## config.mk

```make
export PLATFORM = sky130hd
export DESIGN_NAME = aprs_position_line_parser_core
export DESIGN_NICKNAME = d
export VERILOG_FILES = /design/src/sv/aprsp_pkg.sv /design/src/sv/aprs_position_line_parser_core.sv /design/src/sv/aprsp_callsign.sv /design/src/sv/aprsp_position.sv
export VERILOG_INCLUDE_DIRS = /design/src /design/src/sv
export SDC_FILE = /design/constraint.sdc
export NUM_CORES = 1
export LEC_CHECK = 0
export BUFFER_PORTS_ARGS = -buffer_cell sky130_fd_sc_hd__buf_2
export CAP_MARGIN = 20
export CORE_MARGIN = 5
export CORE_UTILIZATION = 30
export DETAILED_ROUTE_END_ITERATION = 8
export SETUP_SLACK_MARGIN = 0.02
export SLEW_MARGIN = 20
export SYNTH_ARGS = -nofsm -noshare
export SYNTH_HDL_FRONTEND = slang
export SYNTH_SLANG_ARGS = --single-unit
export TNS_END_PERCENT = 10
```

## constraint.sdc

```tcl
create_clock -name clk -period 32.6 [get_ports clk]
set_input_delay 6.52 -clock clk [delete_from_list [all_inputs] [get_ports clk]]
set_output_delay 6.52 -clock clk [all_outputs]
set_load 0.05 [all_outputs]
```

## src/sv/aprs_position_line_parser_core_assert.svh

```systemverilog
// Assertion macros for the position line parser.
// Needs clk and rst_n in the scope where a macro is used.
`ifndef APRS_POSITION_LINE_PARSER_CORE_ASSERT_SVH
`define APRS_POSITION_LINE_PARSER_CORE_ASSERT_SVH

// Condition must hold at every clock edge out of reset.
`define APRSP_ALWAYS(label, cond, msg) \
    label: assert property (@(posedge clk) disable iff (!rst_n) (cond)) \
        else $error(msg);

// Antecedent in one cycle implies consequent in the same cycle.
`define APRSP_IMPLY(label, ante, cons, msg) \
    label: assert property (@(posedge clk) disable iff (!rst_n) (ante) |-> (cons)) \
        else $error(msg);

// Antecedent in one cycle implies consequent in the next cycle.
`define APRSP_NEXT(label, ante, cons, msg) \
    label: assert property (@(posedge clk) disable iff (!rst_n) (ante) |=> (cons)) \
        else $error(msg);

`endif

```

## src/sv/aprsp_pkg.sv

```systemverilog
// Shared types and constants for the position line parser.
// No dependencies.
`timescale 1ns / 1ps

package aprsp_pkg;

    localparam int CS_COUNT_W = 4;
    localparam int CS_SLOTS   = 10;
    localparam int POS_OFF_W  = 5;

    localparam logic [7:0] LINE_END    = 8'h0a;
    localparam logic [7:0] CHAR_HASH   = 8'h23;
    localparam logic [7:0] CHAR_GT     = 8'h3e;
    localparam logic [7:0] CHAR_COLON  = 8'h3a;
    localparam logic [7:0] CHAR_EQUAL  = 8'h3d;
    localparam logic [7:0] CHAR_SOUTH  = 8'h53;
    localparam logic [7:0] CHAR_WEST   = 8'h57;
    localparam logic [7:0] CHAR_ZERO   = 8'h30;
    localparam logic [7:0] CHAR_NINE   = 8'h39;

    // Offsets within the 18 position bytes after ":="
    localparam logic [POS_OFF_W-1:0] POS_BYTES     = 5'd18;
    localparam logic [POS_OFF_W-1:0] OFF_LAT_DEG   = 5'd0;
    localparam logic [POS_OFF_W-1:0] OFF_LAT_MIN   = 5'd2;
    localparam logic [POS_OFF_W-1:0] OFF_LAT_HUN   = 5'd5;
    localparam logic [POS_OFF_W-1:0] OFF_LAT_HEMI  = 5'd7;
    localparam logic [POS_OFF_W-1:0] OFF_LON_DEG   = 5'd9;
    localparam logic [POS_OFF_W-1:0] OFF_LON_MIN   = 5'd12;
    localparam logic [POS_OFF_W-1:0] OFF_LON_HUN   = 5'd15;
    localparam logic [POS_OFF_W-1:0] OFF_LON_HEMI  = 5'd17;

    // floor(h * 3 / 5) == (h * 615) >> 10 for h in 0..99
    localparam logic [9:0] SEC_MUL   = 10'd615;
    localparam int         SEC_SHIFT = 10;

    typedef struct packed {
        logic clear;
        logic push;
    } cs_ctl_t;

    typedef struct packed {
        logic                 clear;
        logic                 step;
        logic [POS_OFF_W-1:0] offset;
    } pos_ctl_t;

endpackage

```

## src/sv/aprs_position_line_parser_core.sv

```systemverilog
// Takes one text byte per item and gives one result item per valid APRS position line:
// callsign (up to MAX_CALLSIGN_BYTES bytes, truncation flagged) and the decoded latitude
// and longitude after ":=". Lines end at 0x0a; lines starting with '#' give nothing, and
// so does a line whose ":=" comes before '>' or is followed by fewer than 18 bytes. A byte
// is accepted every cycle while the result register is free or being taken; the result
// of a line is loaded into the result register, which drives the outputs, as its 0x0a
// leaves the input register, when that register is free or being taken. Output stall
// reaches in_stall combinationally through the input register.
// Depends on aprsp_pkg, aprsp_callsign, aprsp_position and the assertion macro header.
`timescale 1ns / 1ps
`include "aprs_position_line_parser_core_assert.svh"

module aprs_position_line_parser_core #(
    parameter int MAX_CALLSIGN_BYTES = 10
) (
    input  logic                clk,
    input  logic                rst_n,
    input  logic                in_valid,
    output logic                in_stall,
    input  logic [7:0]          data_byte,
    output logic                out_valid,
    input  logic                out_stall,
    output logic [63:0]         callsign_head,
    output logic [15:0]         callsign_tail,
    output logic [3:0]          callsign_length,
    output logic                callsign_truncated,
    output logic signed [7:0]   latitude_degrees,
    output logic [6:0]          latitude_minutes,
    output logic [5:0]          latitude_seconds,
    output logic signed [10:0]  longitude_degrees,
    output logic [6:0]          longitude_minutes,
    output logic [5:0]          longitude_seconds
);
    import aprsp_pkg::*;

    // input register
    logic       s1_valid_reg, s1_valid_next;
    logic [7:0] s1_byte_reg;

    // line control
    logic                 start_reg,   start_next;
    logic                 skip_reg,    skip_next;
    logic                 closed_reg,  closed_next;
    logic                 colon_reg,   colon_next;
    logic                 marker_reg,  marker_next;
    logic [POS_OFF_W-1:0] offset_reg,  offset_next;

    logic     out_valid_reg, out_valid_next;
    logic     out_free;
    logic     advance;
    logic     is_end;
    logic     skipping;
    logic     active;
    logic     marker_hit;
    logic     load;
    cs_ctl_t  cs_ctl;
    pos_ctl_t pos_ctl;

    logic [63:0]               cs_head;
    logic [15:0]               cs_tail;
    logic [CS_COUNT_W-1:0]     cs_length;
    logic                      cs_truncated;
    logic signed [7:0]         lat_deg;
    logic [6:0]                lat_min;
    logic [5:0]                lat_sec;
    logic signed [10:0]        lon_deg;
    logic [6:0]                lon_min;
    logic [5:0]                lon_sec;

    logic [63:0]        callsign_head_reg;
    logic [15:0]        callsign_tail_reg;
    logic [3:0]         callsign_length_reg;
    logic               callsign_truncated_reg;
    logic signed [7:0]  latitude_degrees_reg;
    logic [6:0]         latitude_minutes_reg;
    logic [5:0]         latitude_seconds_reg;
    logic signed [10:0] longitude_degrees_reg;
    logic [6:0]         longitude_minutes_reg;
    logic [5:0]         longitude_seconds_reg;

    assign out_free = !out_valid_reg || !out_stall;
    assign advance  = s1_valid_reg && out_free;
    assign in_stall = s1_valid_reg && !out_free;

    assign s1_valid_next = (in_valid && !in_stall) ? 1'b1 : (advance ? 1'b0 : s1_valid_reg);

    always_ff @(posedge clk or negedge rst_n)
    begin
        if (!rst_n)
            s1_valid_reg <= 1'b0;
        else
            s1_valid_reg <= s1_valid_next;
    end

    always_ff @(posedge clk)
    begin
        if (in_valid && !in_stall)
            s1_byte_reg <= data_byte;
    end

    assign is_end     = (s1_byte_reg == LINE_END);
    assign skipping   = skip_reg || (start_reg && (s1_byte_reg == CHAR_HASH));
    assign active     = advance && !is_end && !skipping;
    assign marker_hit = active && !marker_reg && colon_reg && (s1_byte_reg == CHAR_EQUAL);
    assign load       = advance && is_end && !skip_reg && marker_reg && (offset_reg >= POS_BYTES);

    assign cs_ctl.clear = advance && is_end;
    assign cs_ctl.push  = active && !marker_reg && !marker_hit && !closed_reg &&
                          (s1_byte_reg != CHAR_GT);

    assign pos_ctl.clear  = advance && is_end;
    assign pos_ctl.step   = active && marker_reg && (offset_reg < POS_BYTES);
    assign pos_ctl.offset = offset_reg;

    always_comb
    begin
        start_next  = start_reg;
        skip_next   = skip_reg;
        closed_next = closed_reg;
        colon_next  = colon_reg;
        marker_next = marker_reg;
        offset_next = offset_reg;
        if (advance && is_end)
        begin
            start_next  = 1'b1;
            skip_next   = 1'b0;
            closed_next = 1'b0;
            colon_next  = 1'b0;
            marker_next = 1'b0;
            offset_next = '0;
        end
        else if (advance)
        begin
            start_next = 1'b0;
            if (skipping)
                skip_next = 1'b1;
            if (pos_ctl.step)
                offset_next = offset_reg + 1'b1;
            if (active && !marker_reg)
            begin
                colon_next = (s1_byte_reg == CHAR_COLON);
                if (marker_hit)
                begin
                    // marker before '>' drops the line
                    if (closed_reg)
                        marker_next = 1'b1;
                    else
                        skip_next = 1'b1;
                end
                else if (!closed_reg && (s1_byte_reg == CHAR_GT))
                    closed_next = 1'b1;
            end
        end
    end

    always_ff @(posedge clk or negedge rst_n)
    begin
        if (!rst_n)
        begin
            start_reg  <= 1'b1;
            skip_reg   <= 1'b0;
            closed_reg <= 1'b0;
            colon_reg  <= 1'b0;
            marker_reg <= 1'b0;
            offset_reg <= '0;
        end
        else
        begin
            start_reg  <= start_next;
            skip_reg   <= skip_next;
            closed_reg <= closed_next;
            colon_reg  <= colon_next;
            marker_reg <= marker_next;
            offset_reg <= offset_next;
        end
    end

    aprsp_callsign #(
        .MAX_CALLSIGN_BYTES (MAX_CALLSIGN_BYTES)
    ) u_callsign (
        .clk       (clk),
        .rst_n     (rst_n),
        .ctl       (cs_ctl),
        .data_byte (s1_byte_reg),
        .head      (cs_head),
        .tail      (cs_tail),
        .length    (cs_length),
        .truncated (cs_truncated)
    );

    aprsp_position u_position (
        .clk         (clk),
        .rst_n       (rst_n),
        .ctl         (pos_ctl),
        .data_byte   (s1_byte_reg),
        .lat_degrees (lat_deg),
        .lat_minutes (lat_min),
        .lat_seconds (lat_sec),
        .lon_degrees (lon_deg),
        .lon_minutes (lon_min),
        .lon_seconds (lon_sec)
    );

    // result register
    assign out_valid_next = load ? 1'b1 : (out_stall ? out_valid_reg : 1'b0);

    always_ff @(posedge clk or negedge rst_n)
    begin
        if (!rst_n)
            out_valid_reg <= 1'b0;
        else
            out_valid_reg <= out_valid_next;
    end

    always_ff @(posedge clk)
    begin
        if (load)
        begin
            callsign_head_reg      <= cs_head;
            callsign_tail_reg      <= cs_tail;
            callsign_length_reg    <= cs_length;
            callsign_truncated_reg <= cs_truncated;
            latitude_degrees_reg   <= lat_deg;
            latitude_minutes_reg   <= lat_min;
            latitude_seconds_reg   <= lat_sec;
            longitude_degrees_reg  <= lon_deg;
            longitude_minutes_reg  <= lon_min;
            longitude_seconds_reg  <= lon_sec;
        end
    end

    assign out_valid          = out_valid_reg;
    assign callsign_head      = callsign_head_reg;
    assign callsign_tail      = callsign_tail_reg;
    assign callsign_length    = callsign_length_reg;
    assign callsign_truncated = callsign_truncated_reg;
    assign latitude_degrees   = latitude_degrees_reg;
    assign latitude_minutes   = latitude_minutes_reg;
    assign latitude_seconds   = latitude_seconds_reg;
    assign longitude_degrees  = longitude_degrees_reg;
    assign longitude_minutes  = longitude_minutes_reg;
    assign longitude_seconds  = longitude_seconds_reg;

    `APRSP_ALWAYS(a_offset_bound, offset_reg <= POS_BYTES, "position offset past 18")
    `APRSP_IMPLY(a_marker_closed, marker_reg, closed_reg && !skip_reg,
                 "marker found without closed callsign or on skipped line")
    `APRSP_ALWAYS(a_cs_length, cs_length <= CS_COUNT_W'(MAX_CALLSIGN_BYTES),
                  "callsign count beyond limit")
    `APRSP_NEXT(a_line_cleared, advance && is_end,
                start_reg && !marker_reg && !skip_reg && offset_reg == '0,
                "line state not cleared after line end")

endmodule

```

## src/sv/aprsp_callsign.sv

```systemverilog
// Callsign store: keeps the bytes before '>' and flags truncation.
// Depends on aprsp_pkg.
`timescale 1ns / 1ps

module aprsp_callsign #(
    parameter int MAX_CALLSIGN_BYTES = 10
) (
    input  logic                                clk,
    input  logic                                rst_n,
    input  aprsp_pkg::cs_ctl_t                  ctl,
    input  logic [7:0]                          data_byte,
    output logic [63:0]                         head,
    output logic [15:0]                         tail,
    output logic [aprsp_pkg::CS_COUNT_W-1:0]    length,
    output logic                                truncated
);
    import aprsp_pkg::*;

    logic [7:0]            store_reg [MAX_CALLSIGN_BYTES];
    logic [CS_COUNT_W-1:0] count_reg;
    logic [CS_COUNT_W-1:0] count_next;
    logic                  overflow_reg;
    logic                  overflow_next;
    logic                  room;
    logic [7:0]            slot [CS_SLOTS];

    assign room = (count_reg < CS_COUNT_W'(MAX_CALLSIGN_BYTES));

    always_comb
    begin
        count_next    = count_reg;
        overflow_next = overflow_reg;
        if (ctl.clear)
        begin
            count_next    = '0;
            overflow_next = 1'b0;
        end
        else if (ctl.push)
        begin
            if (room)
                count_next = count_reg + 1'b1;
            else
                overflow_next = 1'b1;
        end
    end

    always_ff @(posedge clk or negedge rst_n)
    begin
        if (!rst_n)
        begin
            count_reg    <= '0;
            overflow_reg <= 1'b0;
        end
        else
        begin
            count_reg    <= count_next;
            overflow_reg <= overflow_next;
        end
    end

    genvar i;
    generate
        for (i = 0; i < CS_SLOTS; i++)
        begin : g_slot
            if (i < MAX_CALLSIGN_BYTES)
            begin : g_kept
                always_ff @(posedge clk)
                begin
                    if (!ctl.clear && ctl.push && (count_reg == CS_COUNT_W'(i)))
                        store_reg[i] <= data_byte;
                end
                // zero the slots past the count of this line
                assign slot[i] = (CS_COUNT_W'(i) < count_reg) ? store_reg[i] : 8'h00;
            end
            else
            begin : g_unused
                assign slot[i] = 8'h00;
            end
        end
    endgenerate

    assign head      = {slot[0], slot[1], slot[2], slot[3],
                        slot[4], slot[5], slot[6], slot[7]};
    assign tail      = {slot[8], slot[9]};
    assign length    = count_reg;
    assign truncated = overflow_reg;

endmodule

```

## src/sv/aprsp_position.sv

```systemverilog
// Position decoder: accumulates the 18 bytes after ":=" and formats them.
// Depends on aprsp_pkg.
`timescale 1ns / 1ps

module aprsp_position (
    input  logic                clk,
    input  logic                rst_n,
    input  aprsp_pkg::pos_ctl_t ctl,
    input  logic [7:0]          data_byte,
    output logic signed [7:0]   lat_degrees,
    output logic [6:0]          lat_minutes,
    output logic [5:0]          lat_seconds,
    output logic signed [10:0]  lon_degrees,
    output logic [6:0]          lon_minutes,
    output logic [5:0]          lon_seconds
);
    import aprsp_pkg::*;

    logic       stopped_reg,  stopped_next;
    logic [6:0] lat_deg_reg,  lat_deg_next;
    logic [6:0] lat_min_reg,  lat_min_next;
    logic [6:0] lat_hun_reg,  lat_hun_next;
    logic       south_reg,    south_next;
    logic [9:0] lon_deg_reg,  lon_deg_next;
    logic [6:0] lon_min_reg,  lon_min_next;
    logic [6:0] lon_hun_reg,  lon_hun_next;
    logic       west_reg,     west_next;

    logic        is_digit;
    logic [3:0]  digit;
    logic        field_start;
    logic        stop_now;
    logic        take;
    logic [16:0] lat_sec_prod;
    logic [16:0] lon_sec_prod;

    function automatic logic [9:0] dec_acc(input logic [9:0] acc, input logic [3:0] d);
        return 10'(acc * 10'd10 + {6'd0, d});
    endfunction

    assign is_digit = (data_byte >= CHAR_ZERO) && (data_byte <= CHAR_NINE);
    assign digit    = 4'(data_byte - CHAR_ZERO);

    assign field_start = (ctl.offset == OFF_LAT_DEG) || (ctl.offset == OFF_LAT_MIN) ||
                         (ctl.offset == OFF_LAT_HUN) || (ctl.offset == OFF_LON_DEG) ||
                         (ctl.offset == OFF_LON_MIN) || (ctl.offset == OFF_LON_HUN);
    assign stop_now    = field_start ? 1'b0 : stopped_reg;
    assign take        = !stop_now && is_digit;

    always_comb
    begin
        stopped_next = stopped_reg;
        lat_deg_next = lat_deg_reg;
        lat_min_next = lat_min_reg;
        lat_hun_next = lat_hun_reg;
        south_next   = south_reg;
        lon_deg_next = lon_deg_reg;
        lon_min_next = lon_min_reg;
        lon_hun_next = lon_hun_reg;
        west_next    = west_reg;
        if (ctl.clear)
        begin
            stopped_next = 1'b0;
            lat_deg_next = '0;
            lat_min_next = '0;
            lat_hun_next = '0;
            south_next   = 1'b0;
            lon_deg_next = '0;
            lon_min_next = '0;
            lon_hun_next = '0;
            west_next    = 1'b0;
        end
        else if (ctl.step)
        begin
            unique case (ctl.offset) inside
                OFF_LAT_DEG, OFF_LAT_DEG + 5'd1:
                begin
                    stopped_next = !take;
                    if (take)
                        lat_deg_next = 7'(dec_acc({3'd0, lat_deg_reg}, digit));
                end
                OFF_LAT_MIN, OFF_LAT_MIN + 5'd1:
                begin
                    stopped_next = !take;
                    if (take)
                        lat_min_next = 7'(dec_acc({3'd0, lat_min_reg}, digit));
                end
                OFF_LAT_HUN, OFF_LAT_HUN + 5'd1:
                begin
                    stopped_next = !take;
                    if (take)
                        lat_hun_next = 7'(dec_acc({3'd0, lat_hun_reg}, digit));
                end
                OFF_LAT_HEMI:
                    south_next = (data_byte == CHAR_SOUTH);
                OFF_LON_DEG, OFF_LON_DEG + 5'd1, OFF_LON_DEG + 5'd2:
                begin
                    stopped_next = !take;
                    if (take)
                        lon_deg_next = dec_acc(lon_deg_reg, digit);
                end
                OFF_LON_MIN, OFF_LON_MIN + 5'd1:
                begin
                    stopped_next = !take;
                    if (take)
                        lon_min_next = 7'(dec_acc({3'd0, lon_min_reg}, digit));
                end
                OFF_LON_HUN, OFF_LON_HUN + 5'd1:
                begin
                    stopped_next = !take;
                    if (take)
                        lon_hun_next = 7'(dec_acc({3'd0, lon_hun_reg}, digit));
                end
                OFF_LON_HEMI:
                    west_next = (data_byte == CHAR_WEST);
                default:
                begin
                    // separator and symbol bytes: nothing to decode
                end
            endcase
        end
    end

    always_ff @(posedge clk or negedge rst_n)
    begin
        if (!rst_n)
        begin
            stopped_reg <= 1'b0;
            lat_deg_reg <= '0;
            lat_min_reg <= '0;
            lat_hun_reg <= '0;
            south_reg   <= 1'b0;
            lon_deg_reg <= '0;
            lon_min_reg <= '0;
            lon_hun_reg <= '0;
            west_reg    <= 1'b0;
        end
        else
        begin
            stopped_reg <= stopped_next;
            lat_deg_reg <= lat_deg_next;
            lat_min_reg <= lat_min_next;
            lat_hun_reg <= lat_hun_next;
            south_reg   <= south_next;
            lon_deg_reg <= lon_deg_next;
            lon_min_reg <= lon_min_next;
            lon_hun_reg <= lon_hun_next;
            west_reg    <= west_next;
        end
    end

    assign lat_sec_prod = {3'd0, lat_hun_reg} * {7'd0, SEC_MUL};
    assign lon_sec_prod = {3'd0, lon_hun_reg} * {7'd0, SEC_MUL};

    assign lat_degrees = south_reg ? -$signed({1'b0, lat_deg_reg}) : $signed({1'b0, lat_deg_reg});
    assign lon_degrees = west_reg  ? -$signed({1'b0, lon_deg_reg}) : $signed({1'b0, lon_deg_reg});
    assign lat_minutes = lat_min_reg;
    assign lon_minutes = lon_min_reg;
    assign lat_seconds = lat_sec_prod[SEC_SHIFT +: 6];
    assign lon_seconds = lon_sec_prod[SEC_SHIFT +: 6];

endmodule
```

# --- Word level (Yosys, flattened, before mapping) ---
# Memory sizes are Yosys's and may differ from the RTL's. A register that Yosys moved wholly into a read port is not among the register bits.
# Cells that the tools add are included.
word_totals:
  memories: 1
  out_inout_bits: 132
  elab_cells: 329
  register_bits: 123
  mem_bits_rw: 80
classes:
  multipliers: 8
  muxes: 116
  reduce_logical: 114
  n_eq_ne: 34
  addsub: 11
  n_lt_le_gt_ge: 15
memory_table:
  columns: ["memory", "depth", "word_bits", "rd", "rd_clocked_by_memory_dff", "write_ports", "line_no", "rtl"]
  rows:
  - ["u_callsign.store_reg", 10, 8, 10, 10, 1, "aprsp_callsign.sv:19", "logic [7:0] store_reg [MAX_CALLSIGN_BYTES];"]
op_table:
  columns: ["cell", "n"]
  rows:
  - ["two-way mux 7 bit", 21]
  - ["two-way mux 8 bit", 9]
  - ["OR reduction 8 bit", 9]
  - ["two-way mux 1 bit", 66]
  - ["two-way mux 10 bit", 5]
  - ["two-way mux 4 bit", 12]
  - ["nonzero test 2 bit", 19]
  - ["adder 7 x 4 -> 7 bit", 5]
  - ["multiplier 7 x 3 -> 6 bit, second input constant", 5]
  - ["== test 8 x 6 -> 1 bit, second input constant", 4]
  - ["logical AND 1 bit", 32]
  - ["multiplier 7 x 10 -> 16 bit, second input constant", 2]
  - ["== test 5 x 4 -> 1 bit, second input constant", 6]
  - ["zero test 1 bit", 23]
  - ["AND reduction 3 bit", 6]
  - ["== test 4 x 3 -> 1 bit, second input constant", 4]
  - ["== test 8 x 7 -> 1 bit, second input constant", 2]
  - ["less-than comparator 3 x 4 -> 1 bit, first input constant", 4]
  - ["== test 5 x 3 -> 1 bit, second input constant", 3]
  - ["two-way mux 5 bit", 3]
  - ["AND reduction 2 bit", 7]
  - ["OR reduction 13 bit", 1]
  - ["negation 10 -> 11 bit", 1]
  - ["adder 10 x 4 -> 10 bit", 1]
  - ["other kinds (28)", 48]

# --- Depth between registers and ports, before layout ---
# Gate-level depths: netlist of run 1.
depth:
  word_depth: 26
  depth_mapped: 14

# --- By module ---
# Synthesis of run 1 repeated with hierarchy kept, for this count alone.
hier_totals:
  cells_unflattened: 1082
  hier_area_um2: 14513.9
by_module_without_submodules:
  columns: ["module", "area_each_um2", "cells_per_inst", "n_inst"]
  rows:
  - ["aprsp_position", 6249.7, 645, 1]
  - ["aprs_position_line_parser_core", 4887.2, 220, 1]
  - ["aprsp_callsign", 3377.0, 217, 1]

# --- Worst setup path after synthesis of run 1 ---
# No wires, ideal clock.
synth_timing:
  kind: "input-to-reg"
  from: "input port out_stall"
  to: "register callsign_head_reg[0] (netlist: callsign_head[0]), read port of u_callsign.store_reg (enable)"
  path_stages: 6
  slack_ns: 15.627
  arrival_ns: 16.194
  path_buffers: 2
  setup_time_ns: 0.779
  t_required_ns: 31.821
  path_cell_list: "nand2_1 > nand2_1 > or3_1 > clkbuf_1 > clkbuf_1 > nor3_1"
synth_via:
  elab_chain_cells: 7
synth_lines:
  columns: ["element", "line_no", "rtl"]
  rows:
  - ["from (decl)", "aprs_position_line_parser_core.sv:22", "input logic out_stall,"]
  - ["zero test 1 bit", "aprs_position_line_parser_core.sv:81", "assign out_free = !out_valid_reg || !out_stall;"]
  - ["logical OR 1 bit", "aprs_position_line_parser_core.sv:81", null]
  - ["logical AND 1 bit", "aprs_position_line_parser_core.sv:82", "assign advance = s1_valid_reg && out_free;"]
  - ["logical AND 1 bit (4 in series)", "aprs_position_line_parser_core.sv:105", "assign load = advance && is_end && !skip_reg && marker_reg && (offset_reg >= POS_BYTES);"]
  - ["net load", "aprs_position_line_parser_core.sv:55", "logic load;"]
  - ["to (decl)", "aprs_position_line_parser_core.sv:70", "logic [63:0] callsign_head_reg;"]
# The timed path passes the listed nets, and every way through them passes these cells.
# A chain may end at the register's enable or synchronous reset.

# --- Worst setup path after layout of run 1 ---
layout_timing:
  from: "input port out_stall"
  to: "output port in_stall"
layout_via:
  elab_chain_cells: 4
layout_lines:
  columns: ["element", "line_no", "rtl"]
  rows:
  - ["zero test 1 bit", "aprs_position_line_parser_core.sv:81", null]
  - ["logical OR 1 bit", "aprs_position_line_parser_core.sv:81", null]
  - ["zero test 1 bit", "aprs_position_line_parser_core.sv:83", "assign in_stall = s1_valid_reg && !out_free;"]
  - ["logical AND 1 bit", "aprs_position_line_parser_core.sv:83", null]
  - ["to (decl)", "aprs_position_line_parser_core.sv:19", "output logic in_stall,"]
# No other way between the ends.

==> metrics.txt, run 1 <==
vias per inst=4.56; predominant post-synthesis flop cell=edfxtp_1; outcome=complete, no violations; Power Total=877 µW; Setup crit end kind=primary output; CP Max Fanout=3; # fillers=4,589; Initial DRT Pass Iterations=4; H-tree level count=1; most common cell after layout, fill and taps aside=edfxtp_1; RD Place Congestion=0.783; Setup Viol. Count Final=0; I/O pin count=144; Synth Instances=1,076; CP max-delay cell=buf_2; DP HPWL=21,200 µm; Power Dens Cells=roughly 52 nW/µm²; number of cells on the worst hold path=0; Setup TNS Final=0 ps; number of flip-flops in the largest register=80; largest net degree at the start of global routing=70; drt drc=0; initial antenna violation count=0; clock-pin slew on the worst setup and hold paths=60 ps; Post-Syn Area=14,400 µm²; number of global-route vias before repair=8,908; CP cell instances=buf_2, nand3_1, inv_1, buf_2; post-synth net total=1,259; Startpoint Class=input port; crit path time final=about 14,000 ps; unrepaired setup endpoints after global routing=false; post-CTS setup buffer count=0; warnings from Yosys=0; Core Area=47,500 µm²; Worst-Margin Slew=around 1100 ps; Clock Tree Root=clkbuf_16; Nets=1,418; Starting Density=around 30%; post-synthesis cell type count=65; Seq cells post-synth=approximately 280; syn_area_per_cell=approximately 13 µm²; hold buffers post-CTS=0; Largest stage delay, worst path=roughly 260 ps; GRT Total Usage=11.7%; PortBufs=between 100 and 150; ys async rst share=23.0%; row count=80; share of cells above drive strength 1=between 10% and 20%; f_max=around 73 MHz; post-synthesis sequential area ratio=56.9%; Die ar.=52,400 µm²; Area Overhead vs Synth=16.9%; post-route ant nets=0; crit path DAT=7180 ps; Resized Gates After CTS=0; Iter 0 DRT Violations=350; n_diodes=0; P_leak=roughly 0.0073 µW; WP data required=26,080 ps; final hold violation count=0; CTS Buf Count=30; via count=about 8,500; EDFF count, synth=218; CTS tree=built; maxcap violations=0; Peak VDD IR=between 0.03 and 0.04 mV; Reg2Reg Depth=13; commonest cells after routing, fill and taps aside=edfxtp_1, buf_2, ha_1, inv_1, nor2b_1; clk buf depth=3; clock latency on the worst-skew pair=570 ps; global-route wire length before repair=49,600 µm; GRT Residual Overflow=0; Final period util=42.0%; Worst Skew=29.7 ps; die height=229 µm; CP most frequent cell=buf_2; total clock sinks=between 200 and 300; Pins Over Slew Limit=0; worst hold path type=flip-flop to flip-flop; drt wl/cell=roughly 17 µm; final WL=31,000 µm; die width=229 µm; Setup Crit Path Kind=input port to primary output; Slew HR=25.0%
[cells in the mapped netlist, types with 19 or more instances]
library cell	number	area, µm²
xnor2_1	56	490
and3_1	21	131
inv_1	98	368
o21ai_0	28	140
nor2b_1	65	407
nor2_1	48	180
fa_1	34	681
edfxtp_1	218	6550
ha_1	137	1710
mux2i_1	25	250
a21oi_1	29	145
xor2_1	19	166
dfrtp_1	64	1600
nand2_1	29	109
[stage by stage]
step           utilization [%]  instance area [µm²]  hold WS, ps  std cells  worst slack (ps)
6_report                  35.3                16800          460       1871             18900
3_3_place_gp              33.3                15800          443       1818             18860
2_1_floorplan                -                14400          425       1076             15630
5_1_grt                   35.3                16800          480       1871             18860
3_5_place_dp              33.3                15800          434       1818             18880
4_1_cts                   35.3                16800          462       1871             18870
[report_power, final]
group / total (µW) / switching [µW] / internal, µW / leakage [µW]
Sequential: 429 / 18.4 / 411 / 0.00293
Clock: 337 / 144 / 193 / 0.000471
Combinational: 111 / 66.7 / 44.5 / 0.00385
Total: 877 / 229 / 648 / 0.00725
[metal layers]
layer  up-vias  wire [µm]  part of all wire [%]  global-route usage [%]
li1       4171          -                     -                       -
met5         -          0                     0                       0
met2       177      15100                    49                    20.6
met4         0        629                   2.0                    3.18
met1      4133      13300                    43                    14.3
met3        46       1970                   6.3                    2.84
[critical path: cells and delay by family]
kind	cells	cell delay, ps
buffers and inverters	3	470
and+or+nand+nor	1	190
[worst paths after layout]
check | endpoint | slack (ps) | from
min reg2reg | longitude_minutes[6]$_DFFE_PP_ | 460 | u_position.lon_minutes[6]$_DFFE_PN0P_
max reg2reg | latitude_seconds[5]$_DFFE_PP_ | 27810 | u_position.lat_hun_reg[4]$_DFFE_PN0P_
min | longitude_minutes[6]$_DFFE_PP_ | 460 | u_position.lon_minutes[6]$_DFFE_PN0P_
max | in_stall | 18900 | out_stall
max in group asynchronous | u_position.lon_hun_reg[0]$_DFFE_PN0P_ | 25910 | rst_n
min in group asynchronous | u_position.lon_deg_reg[6]$_DFFE_PN0P_ | 6060 | rst_n
[cell type report]
type                       instances  area (µm²)  share of cell area (%)
sequential                       283        8170                    48.7
multi-input combinational        669        5720                    34.1
timing repair buffer             153         793                    4.72
tap                              615         769                    4.58
clock buffer                      32         758                    4.51
inverter                          98         368                    2.19
clock inverter                    21         209                    1.24
[kinds of logic after synthesis]
kind of cell	synth area share (%)
simple gates	10.4
compound gates	5.88
buf+inv	3.48
fa+ha+maj	16.7
xor+xnor	4.73
mux	1.90
flops	56.9
Note: power is estimated with default switching activity, not from simulation.
==> inputs of run 2 (changes only) <==
==> constraint.sdc (replaced) <==
create_clock -name clk -period 12.11 [get_ports clk]
set_input_delay 2.422 -clock clk [delete_from_list [all_inputs] [get_ports clk]]
set_output_delay 2.422 -clock clk [all_outputs]
set_load 0.05 [all_outputs]
==> run 2 against run 1 <==
  * Register-to-register slack worse by 20000 ps
  * Clock power rose to 2.8 times the previous value
  * Worst hold slack worse by 1.2 ps
  * Critical endpoint unchanged
==> metrics.txt, run 2 (synthesis gave the netlist of run 1 again) <==
number of global-route vias before repair=8,667 (-2.7%); Resized Gates After CTS=0 (unchanged); crit path time final=5500 ps; Power Total=2380 µW (+170%); Startpoint Class=input port; Peak VDD IR=0.117 mV (+270%); post-CTS setup buffer count=0 (unchanged); via count=8,506 (-0.25%); Worst Skew=14.3 ps (-15.4 ps); CTS Buf Count=29 (-3.3%); post-route ant nets=0 (unchanged); vias per inst=4.55 (-0.19%); Clock Tree Root=clkbuf_16; WP buf/inv=3 (unchanged); Die ar.=52,400 µm² (unchanged); Starting Density=30.2% (unchanged); WP data required=9690 ps (-16,390 ps); largest net degree at the start of global routing=83 (+19%); worst hold path type=flip-flop to flip-flop; number of flip-flops in the largest register=80 (unchanged); Setup Crit Path Kind=input port to primary output; row count=80 (unchanged); placement-stage cell area=15,800 µm² (about the same); hold buffers post-CTS=0 (unchanged); Worst-Margin Slew=1050 ps (-62.2 ps); share of cells above drive strength 1=17.1% (-0.15 points); Initial DRT Pass Iterations=4 (unchanged); Largest stage delay, worst path=260 ps (about the same); initial antenna violation count=1 (+1); P_leak=0.00725 µW (about the same); combinational power share=12.4% (-0.3 points); Core Area=47,500 µm² (unchanged); Final period util=45.4%; final hold violation count=0 (unchanged); total clock sinks=283 (unchanged); clk buf depth=3 (unchanged); commonest cells after routing, fill and taps aside=edfxtp_1, buf_2, ha_1, inv_1, nor2b_1; H-tree level count=1 (unchanged); Iter 0 DRT Violations=374 (+6.9%); drt wl/cell=16.2 µm (-2.5%); final WL=30,200 µm (-2.6%); f_max=182 MHz; Hold Slack=459 ps (-1.22 ps); I/O pin count=144 (unchanged); Power Dens Cells=142 nW/µm² (+170%); P_int=1770 µW (+170%); Top delay family on crit path=buffers and inverters; clock-pin slew on the worst setup and hold paths=60 ps (about the same); GRT Residual Overflow=0 (unchanged); CP Max Fanout=3 (unchanged); Area Overhead vs Synth=17.0% (about the same); CTS tree=built; unrepaired setup endpoints after global routing=false; post-layout util=35.3% (about the same); die width=229 µm (unchanged); die height=229 µm (unchanged); Slew HR=30.3% (+5.3 points); Setup TNS Final=0 ps (unchanged); crit path DAT=3080 ps (-4100 ps); GRT Total Usage=11.3% (-0.32 points); outcome=complete, no violations; drt drc=0 (unchanged); Setup crit end kind=primary output; post-route cell area=16,800 µm² (about the same); CP cell instances=buf_2, nand3_1, inv_1, buf_2; CP most frequent cell=buf_2; most common cell after layout, fill and taps aside=edfxtp_1; DP HPWL=21,300 µm (+0.70%); # fillers=4,602 (+0.28%); switching power=609 µW (+170%); sequential fraction of design power=48.5% (-0.4 points); switching share of power=25.6% (-0.52 points); clock share of power=39.1% (+0.7 points); RD Place Congestion=0.775 (-1.0%); Nets=1,415 (-0.21%); clock latency on the worst-skew pair=560 ps (about the same); maxcap violations=0 (unchanged); Pins Over Slew Limit=0 (unchanged); n_diodes=0 (unchanged); CP max-delay cell=buf_2; PortBufs=143 (unchanged); global-route wire length before repair=48,600 µm (-2.1%); Setup Viol. Count Final=0 (unchanged)
[run 2: cell count changes in the layout (fill, tap and decap cells not counted), moves of 2 or more]
cell        before  now
nor3_2           3    1
clkinvlp_4       2    4
buf_4           11    9
bufinv_16        3    5
[run 2: metrics by stage]
| stage | instances | worst slack (ps) |
|---|---|---|
| after floorplan | 1076 | 3230 |
| after global placement | 1816 | 6580 |
| after detailed placement | 1816 | 6580 |
| after CTS | 1870 | 6580 |
| after global routing | 1870 | 6550 |
| final | 1870 | 6610 |
[run 2: layout make-up]
class | count | area (µm²) | area share (%)
clock buffer | 30 | 729 | 4.34
multi-input combinational | 669 | 5720 | 34.0
sequential | 283 | 8170 | 48.6
tap | 615 | 769 | 4.58
inverter | 98 | 368 | 2.19
clock inverter | 24 | 268 | 1.59
timing repair buffer | 151 | 778 | 4.63
[run 2: worst reg2reg max path, delay by kind of cell, from the launching register on]
kind                     cells  cell delay, ps
AO/OA/AOI/OAI                5            1680
XOR/XNOR                     1              80
adder cells (fa/ha/maj)      5            2090
buffers and inverters        2              90
flip-flops                   1             500
[run 2: metal layers]
metal	vias up	track usage, %	routed length, µm
li1	4164	-	-
met1	4122	14.3	12800
met2	172	19.2	14700
met3	46	3.22	2160
met4	2	3.14	622
met5	-	0	17
[run 2: power by group through the flow]
stage	sequential, µW	combinational, µW	clock (µW)
after floorplan	1150	233	0
after global placement	1180	295	0
after detailed placement	1180	301	0
after CTS	1160	303	961
after global routing	1160	345	999
final	1160	296	931
[run 2: final timing paths]
path,startpoint,to,slack (ps),cells after the start
min in group asynchronous,rst_n,u_position.lon_deg_reg[8]$_DFFE_PN0P_,1960,1
hold reg to reg,u_position.lat_minutes[6]$_DFFE_PN0P_,latitude_minutes[6]$_DFFE_PP_,460,0
max in group asynchronous,rst_n,colon_reg$_DFFE_PN0P_,9550,1
setup reg to reg,u_position.lat_hun_reg[4]$_DFFE_PN0P_,latitude_seconds[5]$_DFFE_PP_,7420,13
hold / removal,u_position.lat_minutes[6]$_DFFE_PN0P_,latitude_minutes[6]$_DFFE_PP_,460,0
setup / recovery,out_stall,in_stall,6610,4
